--- src/design/period_to_frequency_window_average_top_assert.svh ---
// Assertion macros for the period-to-frequency window averager.
`ifndef PERIOD_TO_FREQUENCY_WINDOW_AVERAGE_TOP_ASSERT_SVH
`define PERIOD_TO_FREQUENCY_WINDOW_AVERAGE_TOP_ASSERT_SVH

// Same-cycle implication, sampled on clk, off during reset.
`define P2F_ASSERT_IMP(lbl, ante, cons, msg) \
  lbl: assert property (@(posedge clk) disable iff (!rst_n) (ante) |-> (cons)) \
    else $error(msg);

// Next-cycle implication, sampled on clk, off during reset.
`define P2F_ASSERT_NXT(lbl, ante, cons, msg) \
  lbl: assert property (@(posedge clk) disable iff (!rst_n) (ante) |=> (cons)) \
    else $error(msg);

`endif

--- src/design/p2f_pkg.sv ---
// Shared types and constants for the period-to-frequency window averager.
package p2f_pkg;

  localparam int unsigned VAL_W    = 32;
  localparam int unsigned FRAC_W   = 16;
  localparam int unsigned NUM_W    = VAL_W + FRAC_W;
  localparam int unsigned SUM_W    = 38;
  localparam int unsigned FILL_W   = 6;
  localparam int unsigned CNT_W    = 6;
  localparam logic [CNT_W-1:0] DIV_LAST_STEP = CNT_W'(NUM_W - 1);

  // window average: long division by WINDOW, one 8-bit digit per cycle,
  // each digit found by a reciprocal multiply (exact for WINDOW up to 64)
  localparam int unsigned AVG_DIGIT_W = 8;
  localparam int unsigned AVG_STEPS   = 5;
  localparam int unsigned AVG_NUM_W   = AVG_DIGIT_W * AVG_STEPS;
  localparam int unsigned AVG_X_W     = FILL_W + AVG_DIGIT_W;
  localparam int unsigned AVG_SHIFT   = 20;
  localparam int unsigned AVG_CNT_W   = 3;
  localparam logic [AVG_CNT_W-1:0] AVG_LAST_STEP = AVG_CNT_W'(AVG_STEPS - 1);

  localparam logic [VAL_W-1:0] CLOCK_RESET = VAL_W'(84000000 / 2);

  localparam int unsigned ST_W = 3;
  localparam logic [ST_W-1:0] S_IDLE   = 3'd0;
  localparam logic [ST_W-1:0] S_FREQ   = 3'd1;
  localparam logic [ST_W-1:0] S_ACC    = 3'd2;
  localparam logic [ST_W-1:0] S_AVG_LD = 3'd3;
  localparam logic [ST_W-1:0] S_AVG    = 3'd4;
  localparam logic [ST_W-1:0] S_FIN    = 3'd5;
  localparam logic [ST_W-1:0] S_EMIT   = 3'd6;

  typedef struct packed {
    logic cal_load;
    logic freq_load;
    logic avg_load;
    logic div_step;
    logic avg_step;
    logic acc;
    logic avg_done;
    logic out_load;
  } p2f_cmd_t;

  typedef struct packed {
    logic              div_last;
    logic              avg_last;
    logic              win_last;
    logic [FILL_W-1:0] window_fill;
  } p2f_status_t;

endpackage

--- src/design/p2f_if.sv ---
// Handshake channels: period/calibration input and average result.
interface p2f_in_if;
  import p2f_pkg::*;
  logic             valid;
  logic             ready;
  logic             op;
  logic [VAL_W-1:0] value;
  modport source (output valid, output op, output value, input ready);
  modport sink   (input valid, input op, input value, output ready);
endinterface

interface p2f_out_if;
  import p2f_pkg::*;
  logic             valid;
  logic             ready;
  logic [VAL_W-1:0] avg_freq;
  logic [VAL_W-1:0] clock_rate;
  logic             from_calibration;
  modport source (output valid, output avg_freq, output clock_rate,
                  output from_calibration, input ready);
  modport sink   (input valid, input avg_freq, input clock_rate,
                  input from_calibration, output ready);
endinterface

--- src/design/p2f_datapath.sv ---
// Datapath: clock rate, bit-serial divider, window sum, average divider and result register.
module p2f_datapath
  import p2f_pkg::*;
#(
  parameter int unsigned WINDOW = 50
) (
  input  logic             clk,
  input  logic             rst_n,
  input  logic [VAL_W-1:0] in_value,
  input  p2f_cmd_t         cmd,
  output p2f_status_t      status,
  output logic [VAL_W-1:0] out_avg_freq,
  output logic [VAL_W-1:0] out_clock_rate,
  output logic             out_from_calibration
);

  localparam logic [AVG_SHIFT:0] AVG_RECIP =
    (AVG_SHIFT+1)'(((1 << AVG_SHIFT) + WINDOW - 1) / WINDOW);

  logic [VAL_W-1:0]  clock_count_r;
  logic [SUM_W-1:0]  window_sum_r;
  logic [FILL_W-1:0] window_fill_r;
  logic [VAL_W-1:0]  held_average_r;
  logic              cal_flag_r;

  logic [NUM_W-1:0]  div_num_r;
  logic [VAL_W-1:0]  div_rem_r;
  logic [VAL_W-1:0]  div_den_r;
  logic [CNT_W-1:0]  div_cnt_r;

  logic [AVG_NUM_W-1:0] avg_num_r;
  logic [FILL_W-1:0]    avg_rem_r;
  logic [AVG_CNT_W-1:0] avg_cnt_r;

  logic [VAL_W-1:0]  avg_r;
  logic [VAL_W-1:0]  rate_r;
  logic              from_cal_r;

  logic [VAL_W:0]    trial;
  logic              trial_ge;
  logic [VAL_W-1:0]  quot_sat;
  logic [FILL_W:0]   fill_inc;

  logic [AVG_X_W-1:0]         avg_x;
  logic [AVG_X_W+AVG_SHIFT:0] avg_prod;
  logic [AVG_DIGIT_W-1:0]     avg_digit;
  logic [AVG_X_W-1:0]         avg_back;
  logic [AVG_X_W-1:0]         avg_left;
  logic [VAL_W-1:0]           avg_sat;

  // one restoring step: shift in the next numerator bit, subtract if it fits
  assign trial    = {div_rem_r, div_num_r[NUM_W-1]};
  assign trial_ge = (trial >= {1'b0, div_den_r});
  // zero divisor gives an all-ones quotient, so it saturates here too
  assign quot_sat = (|div_num_r[NUM_W-1:VAL_W]) ? {VAL_W{1'b1}} : div_num_r[VAL_W-1:0];
  assign fill_inc = {1'b0, window_fill_r} + (FILL_W+1)'(1);

  // remainder stays below WINDOW, so each digit fits in 8 bits
  assign avg_x     = {avg_rem_r, avg_num_r[AVG_NUM_W-1 -: AVG_DIGIT_W]};
  assign avg_prod  = {{(AVG_SHIFT+1){1'b0}}, avg_x} * {{AVG_X_W{1'b0}}, AVG_RECIP};
  assign avg_digit = avg_prod[AVG_SHIFT +: AVG_DIGIT_W];
  assign avg_back  = {{FILL_W{1'b0}}, avg_digit} * AVG_X_W'(WINDOW);
  assign avg_left  = avg_x - avg_back;
  assign avg_sat   = (|avg_num_r[AVG_NUM_W-1:VAL_W]) ? {VAL_W{1'b1}} : avg_num_r[VAL_W-1:0];

  always_ff @(posedge clk) begin
    if (!rst_n) begin
      clock_count_r  <= CLOCK_RESET;
      window_sum_r   <= '0;
      window_fill_r  <= '0;
      held_average_r <= '0;
    end else begin
      if (cmd.cal_load) begin
        clock_count_r <= in_value;
      end
      if (cmd.acc) begin
        window_sum_r  <= window_sum_r + {{(SUM_W-VAL_W){1'b0}}, quot_sat};
        window_fill_r <= fill_inc[FILL_W-1:0];
      end
      if (cmd.avg_done) begin
        held_average_r <= avg_sat;
        window_sum_r   <= '0;
        window_fill_r  <= '0;
      end
    end
  end

  always_ff @(posedge clk) begin
    if (cmd.cal_load) begin
      cal_flag_r <= 1'b1;
    end else if (cmd.freq_load) begin
      cal_flag_r <= 1'b0;
    end
    if (cmd.freq_load) begin
      div_num_r <= {clock_count_r, {FRAC_W{1'b0}}};
      div_den_r <= in_value;
      div_rem_r <= '0;
      div_cnt_r <= '0;
    end else if (cmd.div_step) begin
      div_num_r <= {div_num_r[NUM_W-2:0], trial_ge};
      div_rem_r <= trial_ge ? VAL_W'(trial - {1'b0, div_den_r}) : trial[VAL_W-1:0];
      div_cnt_r <= div_cnt_r + CNT_W'(1);
    end
    // sum digits shift out at the top, quotient digits shift in at the bottom
    if (cmd.avg_load) begin
      avg_num_r <= {{(AVG_NUM_W-SUM_W){1'b0}}, window_sum_r};
      avg_rem_r <= '0;
      avg_cnt_r <= '0;
    end else if (cmd.avg_step) begin
      avg_num_r <= {avg_num_r[AVG_NUM_W-AVG_DIGIT_W-1:0], avg_digit};
      avg_rem_r <= avg_left[FILL_W-1:0];
      avg_cnt_r <= avg_cnt_r + AVG_CNT_W'(1);
    end
    if (cmd.out_load) begin
      avg_r      <= held_average_r;
      rate_r     <= clock_count_r;
      from_cal_r <= cal_flag_r;
    end
  end

  assign status.div_last    = (div_cnt_r == DIV_LAST_STEP);
  assign status.avg_last    = (avg_cnt_r == AVG_LAST_STEP);
  assign status.win_last    = (fill_inc >= (FILL_W+1)'(WINDOW));
  assign status.window_fill = window_fill_r;

  assign out_avg_freq         = avg_r;
  assign out_clock_rate       = rate_r;
  assign out_from_calibration = from_cal_r;

endmodule

--- src/design/p2f_ctrl.sv ---
// Controller: sequences the divides, window update and result hand-off.
module p2f_ctrl
  import p2f_pkg::*;
(
  input  logic            clk,
  input  logic            rst_n,
  input  logic            in_valid,
  input  logic            in_op,
  output logic            in_ready,
  output logic            out_valid,
  input  logic            out_ready,
  input  p2f_status_t     status,
  output p2f_cmd_t        cmd,
  output logic [ST_W-1:0] state
);

  logic [ST_W-1:0] state_r, state_nxt;
  logic            out_valid_r, out_valid_nxt;
  logic            slot_free;

  assign slot_free = !out_valid_r || out_ready;

  always_comb begin
    state_nxt = state_r;
    cmd       = '0;
    in_ready  = 1'b0;
    case (state_r)
      S_IDLE: begin
        in_ready = 1'b1;
        if (in_valid) begin
          if (in_op) begin
            cmd.cal_load = 1'b1;
            state_nxt    = S_EMIT;
          end else begin
            cmd.freq_load = 1'b1;
            state_nxt     = S_FREQ;
          end
        end
      end
      S_FREQ: begin
        cmd.div_step = 1'b1;
        if (status.div_last) state_nxt = S_ACC;
      end
      S_ACC: begin
        cmd.acc   = 1'b1;
        state_nxt = status.win_last ? S_AVG_LD : S_IDLE;
      end
      S_AVG_LD: begin
        cmd.avg_load = 1'b1;
        state_nxt    = S_AVG;
      end
      S_AVG: begin
        cmd.avg_step = 1'b1;
        if (status.avg_last) state_nxt = S_FIN;
      end
      S_FIN: begin
        cmd.avg_done = 1'b1;
        state_nxt    = S_EMIT;
      end
      S_EMIT: begin
        if (slot_free) begin
          cmd.out_load = 1'b1;
          state_nxt    = S_IDLE;
        end
      end
      default: begin
        state_nxt = S_IDLE;
      end
    endcase
  end

  always_comb begin
    out_valid_nxt = out_valid_r;
    if (cmd.out_load) begin
      out_valid_nxt = 1'b1;
    end else if (out_ready) begin
      out_valid_nxt = 1'b0;
    end
  end

  always_ff @(posedge clk) begin
    if (!rst_n) begin
      state_r     <= S_IDLE;
      out_valid_r <= 1'b0;
    end else begin
      state_r     <= state_nxt;
      out_valid_r <= out_valid_nxt;
    end
  end

  assign out_valid = out_valid_r;
  assign state     = state_r;

endmodule

--- src/design/period_to_frequency_window_average_top.sv ---
// Period-to-frequency converter with block average over WINDOW samples.
// A period beat (op 0) is turned into a Q16.16 frequency, clock_rate * 2^16 / period,
// by a bit-serial restoring divider that retires one quotient bit per cycle, 48 in all;
// a zero period or a quotient above 32 bits saturates to all ones. The frequency is added
// to the window sum, and the beat that completes the window starts a five-digit divide
// of the sum by WINDOW (one 8-bit digit per cycle by reciprocal multiply), whose result
// is sent out and kept as the held average.
// A calibration beat (op 1) loads a new clock rate and sends the held average, with no divide.
// Input beats are taken one at a time: a period beat holds the block through its divide
// and window update, and the average divide when it closes the window. The result sits in an
// output register, so the next beat is taken while it waits; a further result waits
// for that register to drain. Clock rate resets to 42000000 ticks per second.
`include "period_to_frequency_window_average_top_assert.svh"

module period_to_frequency_window_average_top
  import p2f_pkg::*;
#(
  parameter int unsigned WINDOW = 50
) (
  input logic      clk,
  input logic      rst_n,
  p2f_in_if.sink   in_ch,
  p2f_out_if.source out_ch
);

  p2f_cmd_t        cmd;
  p2f_status_t     status;
  logic [ST_W-1:0] state;

  p2f_ctrl u_ctrl (
    .clk       (clk),
    .rst_n     (rst_n),
    .in_valid  (in_ch.valid),
    .in_op     (in_ch.op),
    .in_ready  (in_ch.ready),
    .out_valid (out_ch.valid),
    .out_ready (out_ch.ready),
    .status    (status),
    .cmd       (cmd),
    .state     (state)
  );

  p2f_datapath #(
    .WINDOW (WINDOW)
  ) u_datapath (
    .clk                  (clk),
    .rst_n                (rst_n),
    .in_value             (in_ch.value),
    .cmd                  (cmd),
    .status               (status),
    .out_avg_freq         (out_ch.avg_freq),
    .out_clock_rate       (out_ch.clock_rate),
    .out_from_calibration (out_ch.from_calibration)
  );

  `P2F_ASSERT_NXT(a_cal_goes_to_emit, in_ch.valid && in_ch.ready && in_ch.op, state == S_EMIT, "calibration beat did not go straight to result hand-off")
  `P2F_ASSERT_NXT(a_emit_sets_valid, state == S_EMIT && (!out_ch.valid || out_ch.ready), out_ch.valid && state == S_IDLE, "result not presented after hand-off")
  `P2F_ASSERT_IMP(a_fill_bounded, 1'b1, status.window_fill <= FILL_W'(WINDOW), "window fill passed WINDOW")

endmodule
--- src/flat_wrapper.sv ---
// flat-port wrapper written by rule: the top's interface ports become plain ports
module period_to_frequency_window_average_top_flat import p2f_pkg::*;
#(
  parameter int unsigned WINDOW = 50
)
  (clk, rst_n, in_ch_valid, in_ch_op, in_ch_value, in_ch_ready, out_ch_valid, out_ch_avg_freq, out_ch_clock_rate, out_ch_from_calibration, out_ch_ready);
  p2f_in_if in_ch_i ();
  p2f_out_if out_ch_i ();
  input logic clk;
  input logic rst_n;
  input wire logic [$bits(in_ch_i.valid)-1:0] in_ch_valid;
  input wire logic [$bits(in_ch_i.op)-1:0] in_ch_op;
  input wire logic [$bits(in_ch_i.value)-1:0] in_ch_value;
  output wire logic [$bits(in_ch_i.ready)-1:0] in_ch_ready;
  output wire logic [$bits(out_ch_i.valid)-1:0] out_ch_valid;
  output wire logic [$bits(out_ch_i.avg_freq)-1:0] out_ch_avg_freq;
  output wire logic [$bits(out_ch_i.clock_rate)-1:0] out_ch_clock_rate;
  output wire logic [$bits(out_ch_i.from_calibration)-1:0] out_ch_from_calibration;
  input wire logic [$bits(out_ch_i.ready)-1:0] out_ch_ready;
  assign in_ch_i.valid = in_ch_valid;
  assign in_ch_i.op = in_ch_op;
  assign in_ch_i.value = in_ch_value;
  assign in_ch_ready = in_ch_i.ready;
  assign out_ch_valid = out_ch_i.valid;
  assign out_ch_avg_freq = out_ch_i.avg_freq;
  assign out_ch_clock_rate = out_ch_i.clock_rate;
  assign out_ch_from_calibration = out_ch_i.from_calibration;
  assign out_ch_i.ready = out_ch_ready;
  period_to_frequency_window_average_top #(.WINDOW(WINDOW)) u_core (.clk(clk), .rst_n(rst_n), .in_ch(in_ch_i), .out_ch(out_ch_i));
endmodule
--- config.mk ---
export PLATFORM = sky130hd
export DESIGN_NAME = period_to_frequency_window_average_top_flat
export DESIGN_NICKNAME = d
export VERILOG_FILES = /design/src/design/p2f_pkg.sv /design/src/design/p2f_if.sv /design/src/design/p2f_datapath.sv /design/src/design/p2f_ctrl.sv /design/src/design/period_to_frequency_window_average_top.sv /design/src/flat_wrapper.sv
export VERILOG_INCLUDE_DIRS = /design/src /design/src/design
export SDC_FILE = /design/constraint.sdc
export NUM_CORES = 1
export LEC_CHECK = 0
export BUFFER_PORTS_ARGS = -buffer_cell sky130_fd_sc_hd__buf_2
export CAP_MARGIN = 40
export CORE_MARGIN = 3
export CORE_UTILIZATION = 60
export CTS_CLUSTER_SIZE = 12
export DETAILED_ROUTE_END_ITERATION = 10
export PLACE_DENSITY = 0.78
export SKIP_CTS_REPAIR_TIMING = 1
export SLEW_MARGIN = 20
export SYNTH_ARGS = -nofsm -noshare
export SYNTH_HDL_FRONTEND = slang
export SYNTH_SLANG_ARGS = --single-unit
export TNS_END_PERCENT = 100
--- constraint.sdc ---
create_clock -name clk -period 8.3 [get_ports clk]
set_input_delay 0.415 -clock clk [delete_from_list [all_inputs] [get_ports clk]]
set_output_delay 0.415 -clock clk [all_outputs]
set_load 0.01 [all_outputs]
==> results.json, run 1 <==
{
  "yosysWarnings": 0,
  "detailedPlacementHpwl_um": 32400,
  "worstPathMaxFanout": 6,
  "grt_pass1_wl_um": 71700,
  "synth_sequential_area_ratio_pct": 43.5,
  "cts_num_sinks": 345,
  "route.met2.wl_um": 21000,
  "chipWidth_um": 187,
  "synth_area_per_cell_um2": 10.0,
  "kind_of_path_behind_the_tightest_hold_check": "input pin to register",
  "mappedNetlistNets": 2238,
  "route.layer.met1.wl_um": 19500,
  "timing.rr.end": "u_core.u_datapath.avg_rem_r[5]$_SDFFE_PP0P_",
  "synth.top_cells.by_area": "sky130_fd_sc_hd__edfxtp_1 25%, sky130_fd_sc_hd__dfxtp_1 18%, sky130_fd_sc_hd__ha_1 11%",
  "rr_startpoint": "u_core.u_datapath.avg_num_r[36]$_DFFE_PP_",
  "whs_endpoint": "u_core.u_datapath.div_den_r[28]$_DFFE_PP_",
  "setup_total_negative_slack_ns": 0,
  "grt.overflow.total": 0,
  "yosys_top_cell_area_share_pct": 25.5,
  "maxCapViolations": 0,
  "wl_per_cell_um": 17.7,
  "met3_wirelength_um": 2510,
  "drcViolationCount": 0,
  "die-area_um2": 35000,
  "worst_setup_hold_path_clk_slew_ns": 0.06,
  "dr_total_vias": 14600,
  "r2r_worst_path_depth": 27,
  "final_nets": 2311,
  "vias_per_cell": 5.82,
  "area_growth_syn_to_layout_pct": 10.9,
  "tightestPinTransition_ns": 0.827,
  "layout-drive-gt1-share_pct": 13.2,
  "clk_latency_ns": 0.52,
  "run_status": "complete, no violations",
  "grt_setup_unrepaired": "false",
  "detail_route.wirelength_um": 44300,
  "syn-cell-area_um2": 19700,
  "pin_count": 104,
  "yosys.cell_count.top_type": "sky130_fd_sc_hd__nand2_1",
  "clock_tree.buffer_depth": 3,
  "top_signal_layer_used": "met4",
  "cts_tree": "built",
  "track_usage_pct": 24.7,
  "grt_max_degree": 76,
  "arrival_ns": 6.91,
  "gp_congestion": 0.897,
  "core-area_um2": 32000,
  "finalHoldViolCount": 0,
  "finalCoreUtilization_pct": 68.3,
  "cp.required_ns": 8.76,
  "detail_route_antenna_nets": 0,
  "via_count_of_the_first_global_routing_pass": 14100,
  "placement.io_buffers": 103,
  "setup_viol_count_final": 0,
  "clockRootBuffer": "sky130_fd_sc_hd__clkbuf_16",
  "synth.lib_cells_used.distinct": 84,
  "final.period_utilization_pct": 77.8,
  "whs_path_depth": 1,
  "dominantRegCellSynth": "sky130_fd_sc_hd__dfxtp_1",
  "cts-htree-levels": 2,
  "die_h_um": 187,
  "fillers": 2474,
  "hold_start": "in_ch_value[28]",
  "critPathLaunchType": "register",
  "synth-seq-cells": 345,
  "path_class": "register to register",
  "stdcell_area_um2": 21800,
  "synth.largest_area_cell": "sky130_fd_sc_hd__edfxtp_1",
  "synth_cells": 1964,
  "final_max_slew_viol_count": 0,
  "drt_first_pass_iters": 5,
  "ys_async_sr_fraction_pct": 0,
  "critPathCaptureType": "register",
  "commonest_cells_in_the_synthesized_netlist": "306 x sky130_fd_sc_hd__nand2_1, 178 x sky130_fd_sc_hd__dfxtp_1, 172 x sky130_fd_sc_hd__ha_1, 167 x sky130_fd_sc_hd__edfxtp_1, 163 x sky130_fd_sc_hd__inv_1",
  "placed_cell_area_um2": 20600,
  "timing.slew.headroom_pct": 44.8,
  "antenna_violations_before_repair": 1,
  "synth-edff-count": 167,
  "drtIter0Drc": 998,
  "initial_utilization_pct": 61.6,
  "cts-buffers-inserted": 38,
  "setup.reg_to_reg.worst_slack_ns": 1.84,
  "max_freq_ghz": 0.155,
  "finClkSkew_ns": 0.00992,
  "min_period_ns": 6.46,
  "floorplan.rows": 65
}
==> layout by cell type, fill, tap and decap left out, types with 15 or more instances in the layout <==
master / count
sky130_fd_sc_hd__a211oi_1: 22
sky130_fd_sc_hd__a21boi_0: 26
sky130_fd_sc_hd__a21o_1: 38
sky130_fd_sc_hd__a21oi_1: 112
sky130_fd_sc_hd__a22o_1: 34
sky130_fd_sc_hd__a31oi_1: 15
sky130_fd_sc_hd__buf_2: 103
sky130_fd_sc_hd__buf_4: 17
sky130_fd_sc_hd__clkbuf_1: 20
sky130_fd_sc_hd__clkbuf_16: 39
sky130_fd_sc_hd__dfxtp_1: 178
sky130_fd_sc_hd__edfxtp_1: 167
sky130_fd_sc_hd__fa_1: 65
sky130_fd_sc_hd__ha_1: 172
sky130_fd_sc_hd__inv_1: 163
sky130_fd_sc_hd__nand2_1: 306
sky130_fd_sc_hd__nand3_1: 53
sky130_fd_sc_hd__nand4_1: 18
sky130_fd_sc_hd__nor2_1: 87
sky130_fd_sc_hd__nor3_1: 26
sky130_fd_sc_hd__o21ai_0: 77
sky130_fd_sc_hd__o221a_2: 32
sky130_fd_sc_hd__or2_2: 34
sky130_fd_sc_hd__xnor2_1: 38
sky130_fd_sc_hd__xor2_1: 30
==> layout make-up <==
cell class	count	area (um^2)	share of cell area [%]
antenna	1	2.50	0.0115
clock inverter	11	163	0.745
multi-input combinational	1363	10100	46.4
sequential	345	8580	39.3
inverter	164	617	2.82
timing repair buffer	125	757	3.47
clock buffer	59	1050	4.81
tap	435	544	2.49
==> routing by layer <==
| layer | global-route usage (%) | vias up |
|---|---|---|
| met5 | 0 | - |
| met4 | 7.21 | 0 |
| met3 | 3.54 | 85 |
| met2 | 41.6 | 430 |
| met1 | 33.6 | 6939 |
| li1 | - | 7102 |
==> registers in the layout, summed over array words and instances (netlist names) <==
signal,count
u_core.u_datapath.avg_num_r,40
u_core.u_datapath.div_num_r,48
u_core.u_datapath.held_average_r,32
u_core.u_datapath.cal_flag_r,1
u_core.u_datapath.out_avg_freq,32
u_core.u_datapath.window_fill_r,6
u_core.u_datapath.div_rem_r,32
u_core.u_datapath.clock_count_r,32
u_core.u_datapath.div_den_r,32
u_core.u_ctrl.state,3
u_core.u_datapath.window_sum_r,38
u_core.u_datapath.out_from_calibration,1
u_core.u_datapath.out_clock_rate,32
u_core.u_datapath.avg_cnt_r,3
u_core.u_ctrl.out_valid,1
u_core.u_datapath.avg_rem_r,6
u_core.u_datapath.div_cnt_r,6
==> how the worst max path moves through the flow <==
stage	cells after the start	startpoint	slack, ns	endpoint
final	27	u_core.u_datapath.avg_num_r[36]$_DFFE_PP_	1.84	u_core.u_datapath.avg_rem_r[5]$_SDFFE_PP0P_
after global placement	27	u_core.u_datapath.avg_num_r[36]$_DFFE_PP_	2.04	u_core.u_datapath.avg_rem_r[5]$_SDFFE_PP0P_
after global routing	27	u_core.u_datapath.avg_num_r[37]$_DFFE_PP_	1.40	u_core.u_datapath.avg_rem_r[5]$_SDFFE_PP0P_
after CTS	27	u_core.u_datapath.avg_num_r[36]$_DFFE_PP_	1.81	u_core.u_datapath.avg_rem_r[5]$_SDFFE_PP0P_
after detailed placement	27	u_core.u_datapath.avg_num_r[36]$_DFFE_PP_	1.83	u_core.u_datapath.avg_rem_r[5]$_SDFFE_PP0P_
after floorplan	26	u_core.u_datapath.avg_rem_r[3]$_SDFFE_PP0P_	2.49	u_core.u_datapath.avg_rem_r[5]$_SDFFE_PP0P_
==> kinds of logic (layout without fill, tap and decap cells) <==
logic type                 Yosys count  after routing  share of synthesized area [%]
DFF                                345            345                           43.5
other                                0              1                              0
and+or+nand+nor                    593            593                           13.6
adders and majority gates          237            237                           17.5
muxes                                8              8                          0.413
xor gates and xnor gates            70             70                           3.22
buffers and inverters              256            359                           5.15
AOI/OAI and AO/OA                  455            455                           16.6
==> stage by stage <==
step	hold slack (ns)	worst slack, ns	cells
CTS	0.0617	1.81	2501
global placement	0.414	2.04	2427
finish	0.0803	1.84	2503
global route	0.0654	1.40	2502
floorplan	0.408	2.49	1964
detailed placement	0.426	1.83	2431
==> critical path, stage by stage (launching register included) <==
cell	delay, ns
sky130_fd_sc_hd__edfxtp_1	0.53
sky130_fd_sc_hd__inv_1	0.17
sky130_fd_sc_hd__fa_1	0.55
sky130_fd_sc_hd__inv_1	0.04
sky130_fd_sc_hd__ha_1	0.21
sky130_fd_sc_hd__fa_1	0.53
sky130_fd_sc_hd__inv_1	0.05
sky130_fd_sc_hd__fa_1	0.48
sky130_fd_sc_hd__fa_1	0.55
sky130_fd_sc_hd__inv_1	0.04
sky130_fd_sc_hd__ha_1	0.27
sky130_fd_sc_hd__nand3_1	0.08
sky130_fd_sc_hd__nor2_1	0.13
sky130_fd_sc_hd__o211ai_2	0.13
sky130_fd_sc_hd__a31oi_1	0.58
sky130_fd_sc_hd__a21oi_1	0.21
sky130_fd_sc_hd__inv_1	0.08
sky130_fd_sc_hd__a21oi_1	0.08
sky130_fd_sc_hd__xnor2_1	0.14
sky130_fd_sc_hd__ha_1	0.28
sky130_fd_sc_hd__inv_1	0.04
sky130_fd_sc_hd__ha_1	0.29
sky130_fd_sc_hd__a21oi_1	0.18
sky130_fd_sc_hd__xnor2_1	0.15
sky130_fd_sc_hd__xnor3_1	0.24
sky130_fd_sc_hd__xnor2_1	0.14
sky130_fd_sc_hd__nand2_1	0.07
sky130_fd_sc_hd__a21oi_1	0.13
Power of run 1 is left out: the tool's default activity adds up to more than one toggle a clock period on the data nets, which glitch-free logic cannot reach.
==> inputs of run 2 (changes only) <==
--- a/config.mk
+++ b/config.mk
@@ -6,10 +6,11 @@
 export SDC_FILE = /design/constraint.sdc
 export NUM_CORES = 1
 export LEC_CHECK = 0
+export ABC_AREA = 1
 export BUFFER_PORTS_ARGS = -buffer_cell sky130_fd_sc_hd__buf_2
 export CAP_MARGIN = 40
 export CORE_MARGIN = 3
-export CORE_UTILIZATION = 60
+export CORE_UTILIZATION = 57
 export CTS_CLUSTER_SIZE = 12
 export DETAILED_ROUTE_END_ITERATION = 10
 export PLACE_DENSITY = 0.78
==> constraint.sdc (replaced) <==
create_clock -name clk -period 5.9 [get_ports clk]
set_input_delay 0.295 -clock clk [delete_from_list [all_inputs] [get_ports clk]]
set_output_delay 0.295 -clock clk [all_outputs]
set_load 0.01 [all_outputs]
==> results.json, run 2 <==
{
  "commonest_cells_in_the_synthesized_netlist": "482 x sky130_fd_sc_hd__nand2_1, 459 x sky130_fd_sc_hd__inv_1, 200 x sky130_fd_sc_hd__o21ai_0, 185 x sky130_fd_sc_hd__nor2_1, 178 x sky130_fd_sc_hd__dfxtp_1",
  "placement.io_buffers": 103,
  "dr_total_vias": 18000,
  "grt_pass1_wl_um": 90500,
  "final_hold_slack_ns": -0.00783,
  "final.period_utilization_pct": 97.1,
  "die-area_um2": 39400,
  "final_max_slew_viol_count": 0,
  "critPathCaptureType": "register",
  "finClkSkew_ns": 0.0197,
  "worstPathMaxFanout": 5,
  "drcViolationCount": 0,
  "drtIter0Drc": 1524,
  "core-area_um2": 36000,
  "final_nets": 2982,
  "cp.required_ns": 6.34,
  "regMostFlops": "u_core.u_datapath.div_num_r",
  "ys_async_sr_fraction_pct": 0,
  "synth.top_cells.by_area": "sky130_fd_sc_hd__edfxtp_1 24%, sky130_fd_sc_hd__dfxtp_1 17%, sky130_fd_sc_hd__ha_1 10%",
  "detailedPlacementHpwl_um": 44000,
  "vias_per_cell": 5.63,
  "mappedNetlistNets": 2836,
  "largest_register_ffs": 48,
  "min_period_ns": 5.73,
  "layout-drive-gt1-share_pct": 11.9,
  "critPathLaunchType": "register",
  "die_h_um": 198,
  "via_count_of_the_first_global_routing_pass": 17300,
  "worst_path_largest_cell_delay_ns": 0.55,
  "pin_count": 104,
  "clock_tree.buffer_depth": 3,
  "gp_congestion": 0.950,
  "synth-seq-cells": 345,
  "yosysWarnings": 0,
  "syn-cell-area_um2": 21100,
  "finalHoldViolCount": 1,
  "ff_latch_area_um2": 8580,
  "timing.slew.headroom_pct": 51.9,
  "rr_startpoint": "u_core.u_datapath.avg_rem_r[3]$_SDFFE_PP0P_",
  "maxCapViolations": 0,
  "top_regs": "u_core.u_datapath.div_num_r x48, u_core.u_datapath.avg_num_r x40, u_core.u_datapath.window_sum_r x38",
  "area_growth_syn_to_layout_pct": 14.2,
  "arrival_ns": 6.17,
  "grt.overflow.total": 0,
  "antenna_violations_before_repair": 4,
  "clk_latency_ns": 0.54,
  "crit_start": "u_core.u_datapath.avg_rem_r[3]$_SDFFE_PP0P_",
  "path_class": "register to register",
  "initial_utilization_pct": 58.6,
  "detail_route.wirelength_um": 58500,
  "drt_first_pass_iters": 6,
  "dominantRegCellSynth": "sky130_fd_sc_hd__dfxtp_1",
  "kind_of_path_behind_the_tightest_hold_check": "input pin to register",
  "violations": "hold timing",
  "clockRootBuffer": "sky130_fd_sc_hd__clkbuf_16",
  "hold_start": "in_ch_value[18]",
  "fillers": 2941,
  "synth-edff-count": 167,
  "synth_sequential_area_ratio_pct": 40.7,
  "cts_num_sinks": 345,
  "synth_cells": 2562,
  "layout_common_cells": "469 x sky130_fd_sc_hd__nand2_1, 452 x sky130_fd_sc_hd__inv_1, 197 x sky130_fd_sc_hd__o21ai_0",
  "chipWidth_um": 198,
  "grt_max_degree": 70,
  "crit_path_frequent_cell": "sky130_fd_sc_hd__fa_1",
  "setup_viol_count_final": 0,
  "run_status": "finished, violations left",
  "synth.lib_cells_used.distinct": 55,
  "multi_input_area_um2": 10800,
  "synth.largest_area_cell": "sky130_fd_sc_hd__edfxtp_1",
  "cts-htree-levels": 2,
  "yosys_top_cell_area_share_pct": 23.8,
  "crit_slowest_cell": "sky130_fd_sc_hd__fa_1",
  "tightestPinTransition_ns": 0.721,
  "synth_area_per_cell_um2": 8.23,
  "cts_tree": "built",
  "worst_setup_hold_path_clk_slew_ns": 0.06,
  "floorplan.rows": 69,
  "grt_setup_unrepaired": "true",
  "leading_cell_type_in_the_layout_fill_and_taps_excluded": "sky130_fd_sc_hd__nand2_1",
  "detail_route_antenna_nets": 0,
  "cts-buffers-inserted": 38,
  "max_freq_ghz": 0.175,
  "yosys.cell_count.top_type": "sky130_fd_sc_hd__nand2_1",
  "wl_per_cell_um": 18.3,
  "track_usage_pct": 28.9
}
run 2: cell type report:
cell class / instances / area share (%)
Clock inverter: 14 / 0.623
Inverter: 476 / 7.44
Timing Repair Buffer: 179 / 4.91
Antenna cell: 2 / 0.0208
Sequential cell: 345 / 35.6
Tap cell: 461 / 2.39
Clock buffer: 53 / 4.27
Multi-Input combinational cell: 1668 / 44.7
run 2: logic make-up (layout without fill, tap and decap cells):
kind of cell               count (synthesis)  after routing  synth area share [%]
and+or+nand+nor                          867            867                  17.3
buffers and inverters                    549            722                  10.0
AOI/OAI and AO/OA                        531            531                  14.3
DFF                                      345            345                  40.7
adders and majority gates                237            237                  16.4
xor gates and xnor gates                  33             33                  1.37
other                                      0              2                     0
run 2: final timing paths:
check	end	slack, ns	cells after the start
worst max-delay path	u_core.u_datapath.avg_rem_r[5]$_SDFFE_PP0P_	0.17	28
worst min-delay path	u_core.u_datapath.div_den_r[18]$_DFFE_PP_	-0.008	1
worst max register to register	u_core.u_datapath.avg_rem_r[5]$_SDFFE_PP0P_	0.17	28
worst min register to register	u_core.u_datapath.out_avg_freq[1]$_DFFE_PP_	0.43	0
run 2: worst max-delay path, delay by kind of cell, from the launching register on:
family	cells	cell delay, ns
buf+inv	5	0.36
simple gates	8	0.70
compound gates	5	0.83
xor+xnor	2	0.33
fa+ha+maj	8	3.05
flops	1	0.35
run 2: through the flow:
step	TNS (ns)	util, %	cell area [um^2]	instances	setup slack, ns
floorplan	0	-	21100	2562	0.254
global route	-0.149	66.9	24100	3197	-0.149
finish	0	66.9	24100	3198	0.171
global placement	0	61.8	22200	3096	0.0386
detailed placement	-0.160	61.9	22300	3099	-0.160
CTS	-0.191	65.2	23500	3166	-0.191
run 2: layer usage:
layer  track usage, %  vias up  share of wire [%]
met3             4.51      128                6.2
met5                0        -              0.038
met2             47.4      582                 47
met4             9.33        4                3.2
met1             39.5     8575                 43
li1                 -     8728                  -
Power of run 2 is left out for the same reason.
==> inputs of run 3 (changes only) <==
--- a/config.mk
+++ b/config.mk
@@ -9,11 +9,13 @@
 export ABC_AREA = 1
 export BUFFER_PORTS_ARGS = -buffer_cell sky130_fd_sc_hd__buf_2
 export CAP_MARGIN = 40
+export CORE_ASPECT_RATIO = 0.6
 export CORE_MARGIN = 3
-export CORE_UTILIZATION = 57
+export CORE_UTILIZATION = 58
+export CTS_BUF_LIST = sky130_fd_sc_hd__clkbuf_2
 export CTS_CLUSTER_SIZE = 12
 export DETAILED_ROUTE_END_ITERATION = 10
-export PLACE_DENSITY = 0.78
+export PLACE_DENSITY = 0.79
 export SKIP_CTS_REPAIR_TIMING = 1
 export SLEW_MARGIN = 20
 export SYNTH_ARGS = -nofsm -noshare
==> constraint.sdc (replaced) <==
create_clock -name clk -period 5.9 [get_ports clk]
set_input_delay 0.295 -clock clk [delete_from_list [all_inputs] [get_ports clk]]
set_output_delay 0.295 -clock clk [all_outputs]
set_load 0.005 [all_outputs]
==> results.json, run 3 (synthesized netlist as in run 2, its figures left out) <==
{
  "area_growth_syn_to_layout_pct": 14.6,
  "dr_total_vias": 19400,
  "final.period_utilization_pct": 98.5,
  "placed_cell_area_um2": 22300,
  "r2r_worst_path_depth": 29,
  "worst_path_largest_cell_delay_ns": 0.62,
  "finalNonFillerCells": 3318,
  "run_status": "complete, no violations",
  "regMostFlops": "u_core.u_datapath.div_num_r",
  "drtIter0Drc": 2872,
  "die-area_um2": 38800,
  "clockRootBuffer": "sky130_fd_sc_hd__clkbuf_2",
  "final_max_slew_viol_count": 0,
  "grt_max_degree": 74,
  "leading_cell_type_in_the_layout_fill_and_taps_excluded": "sky130_fd_sc_hd__nand2_1",
  "pin_count": 104,
  "floorplan.rows": 53,
  "largest_register_ffs": 48,
  "cts_num_sinks": 345,
  "grt_pass1_wl_um": 99400,
  "final_nets": 3061,
  "whs_path_depth": 2,
  "cts-htree-levels": 3,
  "stdcell_area_um2": 24200,
  "setup_viol_count_final": 0,
  "min_period_ns": 5.81,
  "drcViolationCount": 0,
  "via_count_of_the_first_global_routing_pass": 17300,
  "fillers": 2827,
  "wl_per_cell_um": 20.6,
  "maxCapViolations": 0,
  "initial_utilization_pct": 59.6,
  "antenna_violations_before_repair": 1,
  "layout_common_cells": "466 x sky130_fd_sc_hd__nand2_1, 444 x sky130_fd_sc_hd__inv_1, 197 x sky130_fd_sc_hd__o21ai_0",
  "cts-buffers-inserted": 80,
  "arrival_ns": 6.73,
  "max_freq_ghz": 0.172,
  "vias_per_cell": 5.84,
  "crit_slowest_cell": "sky130_fd_sc_hd__fa_1",
  "kind_of_path_behind_the_tightest_hold_check": "input pin to register",
  "detail_route.wirelength_um": 68300,
  "path_class": "register to register",
  "layout-drive-gt1-share_pct": 15.2,
  "finClkSkew_ns": 0.108,
  "clk_latency_ns": 1.05,
  "placement.io_buffers": 103,
  "detailedPlacementHpwl_um": 51200,
  "timing.slew.headroom_pct": 42.4,
  "worst_setup_hold_path_clk_slew_ns": 0.13,
  "tightestPinTransition_ns": 0.863,
  "chipWidth_um": 252,
  "finalHoldViolCount": 0,
  "cts_tree": "built",
  "critPathLaunchType": "register",
  "crit_path_frequent_cell": "sky130_fd_sc_hd__nand2_1",
  "clock_tree.buffer_depth": 3,
  "critPathCaptureType": "register",
  "drt_first_pass_iters": 8,
  "die_h_um": 154,
  "track_usage_pct": 33.7,
  "core-area_um2": 35400,
  "detail_route_antenna_nets": 0,
  "worstPathMaxFanout": 4,
  "placedCellCount": 3108,
  "gp_congestion": 1.08,
  "top_regs": "u_core.u_datapath.div_num_r x48, u_core.u_datapath.avg_num_r x40, u_core.u_datapath.window_sum_r x38",
  "setup.reg_to_reg.worst_slack_ns": 0.09,
  "grt.overflow.total": 0,
  "finalCoreUtilization_pct": 68.3,
  "cp.required_ns": 6.82
}
-- run 3: cell type report --
cell class                 instances  area [um^2]  area share (%)
antenna                            1         2.50          0.0104
clock buffer                     112          561            2.32
clock inverter                    33          216           0.895
inverter                         476         1790            7.41
multi-input combinational       1668        10900            45.0
sequential                       345         8590            35.5
tap                              467          584            2.42
timing repair buffer             216         1560            6.44
-- run 3: path summary, 6_finish.rpt --
check                                              startpoint                                        endpoint
max                 u_core.u_datapath.avg_num_r[37]$_DFFE_PP_     u_core.u_datapath.avg_rem_r[5]$_SDFFE_PP0P_
min                                           in_ch_value[29]       u_core.u_datapath.div_den_r[29]$_DFFE_PP_
min reg2reg  u_core.u_datapath.clock_count_r[22]$_SDFFE_PN0P_  u_core.u_datapath.out_clock_rate[22]$_DFFE_PP_
max reg2reg         u_core.u_datapath.avg_num_r[37]$_DFFE_PP_     u_core.u_datapath.avg_rem_r[5]$_SDFFE_PP0P_
-- run 3: worst max-delay path: cells and delay by family, from the launching register on --
kind | cells | cell delay (ns)
AO/OA/AOI/OAI | 5 | 0.81
XOR/XNOR | 2 | 0.41
adder cells (fa/ha/maj) | 8 | 3.04
buffers and inverters | 4 | 0.38
flip-flops | 1 | 0.43
AND/OR/NAND/NOR | 10 | 0.66
-- run 3: metal layers --
layer / global-route usage, % / routed length (um)
met5: 0 / 0
met3: 14.9 / 11300
met2: 40.5 / 25200
met1: 54.1 / 30700
met4: 6.75 / 1080
-- run 3: per-stage QoR --
stage	hold WS [ns]	setup TNS, ns	worst slack, ns
floorplan	0.394	0	0.254
global placement	0.410	0	0.0329
detailed placement	0.414	-0.115	-0.115
CTS	-0.618	-0.130	-0.130
global route	-0.00925	-0.0913	-0.0913
finish	0.0386	0	0.0879
Power of run 3 is left out for the same reason.
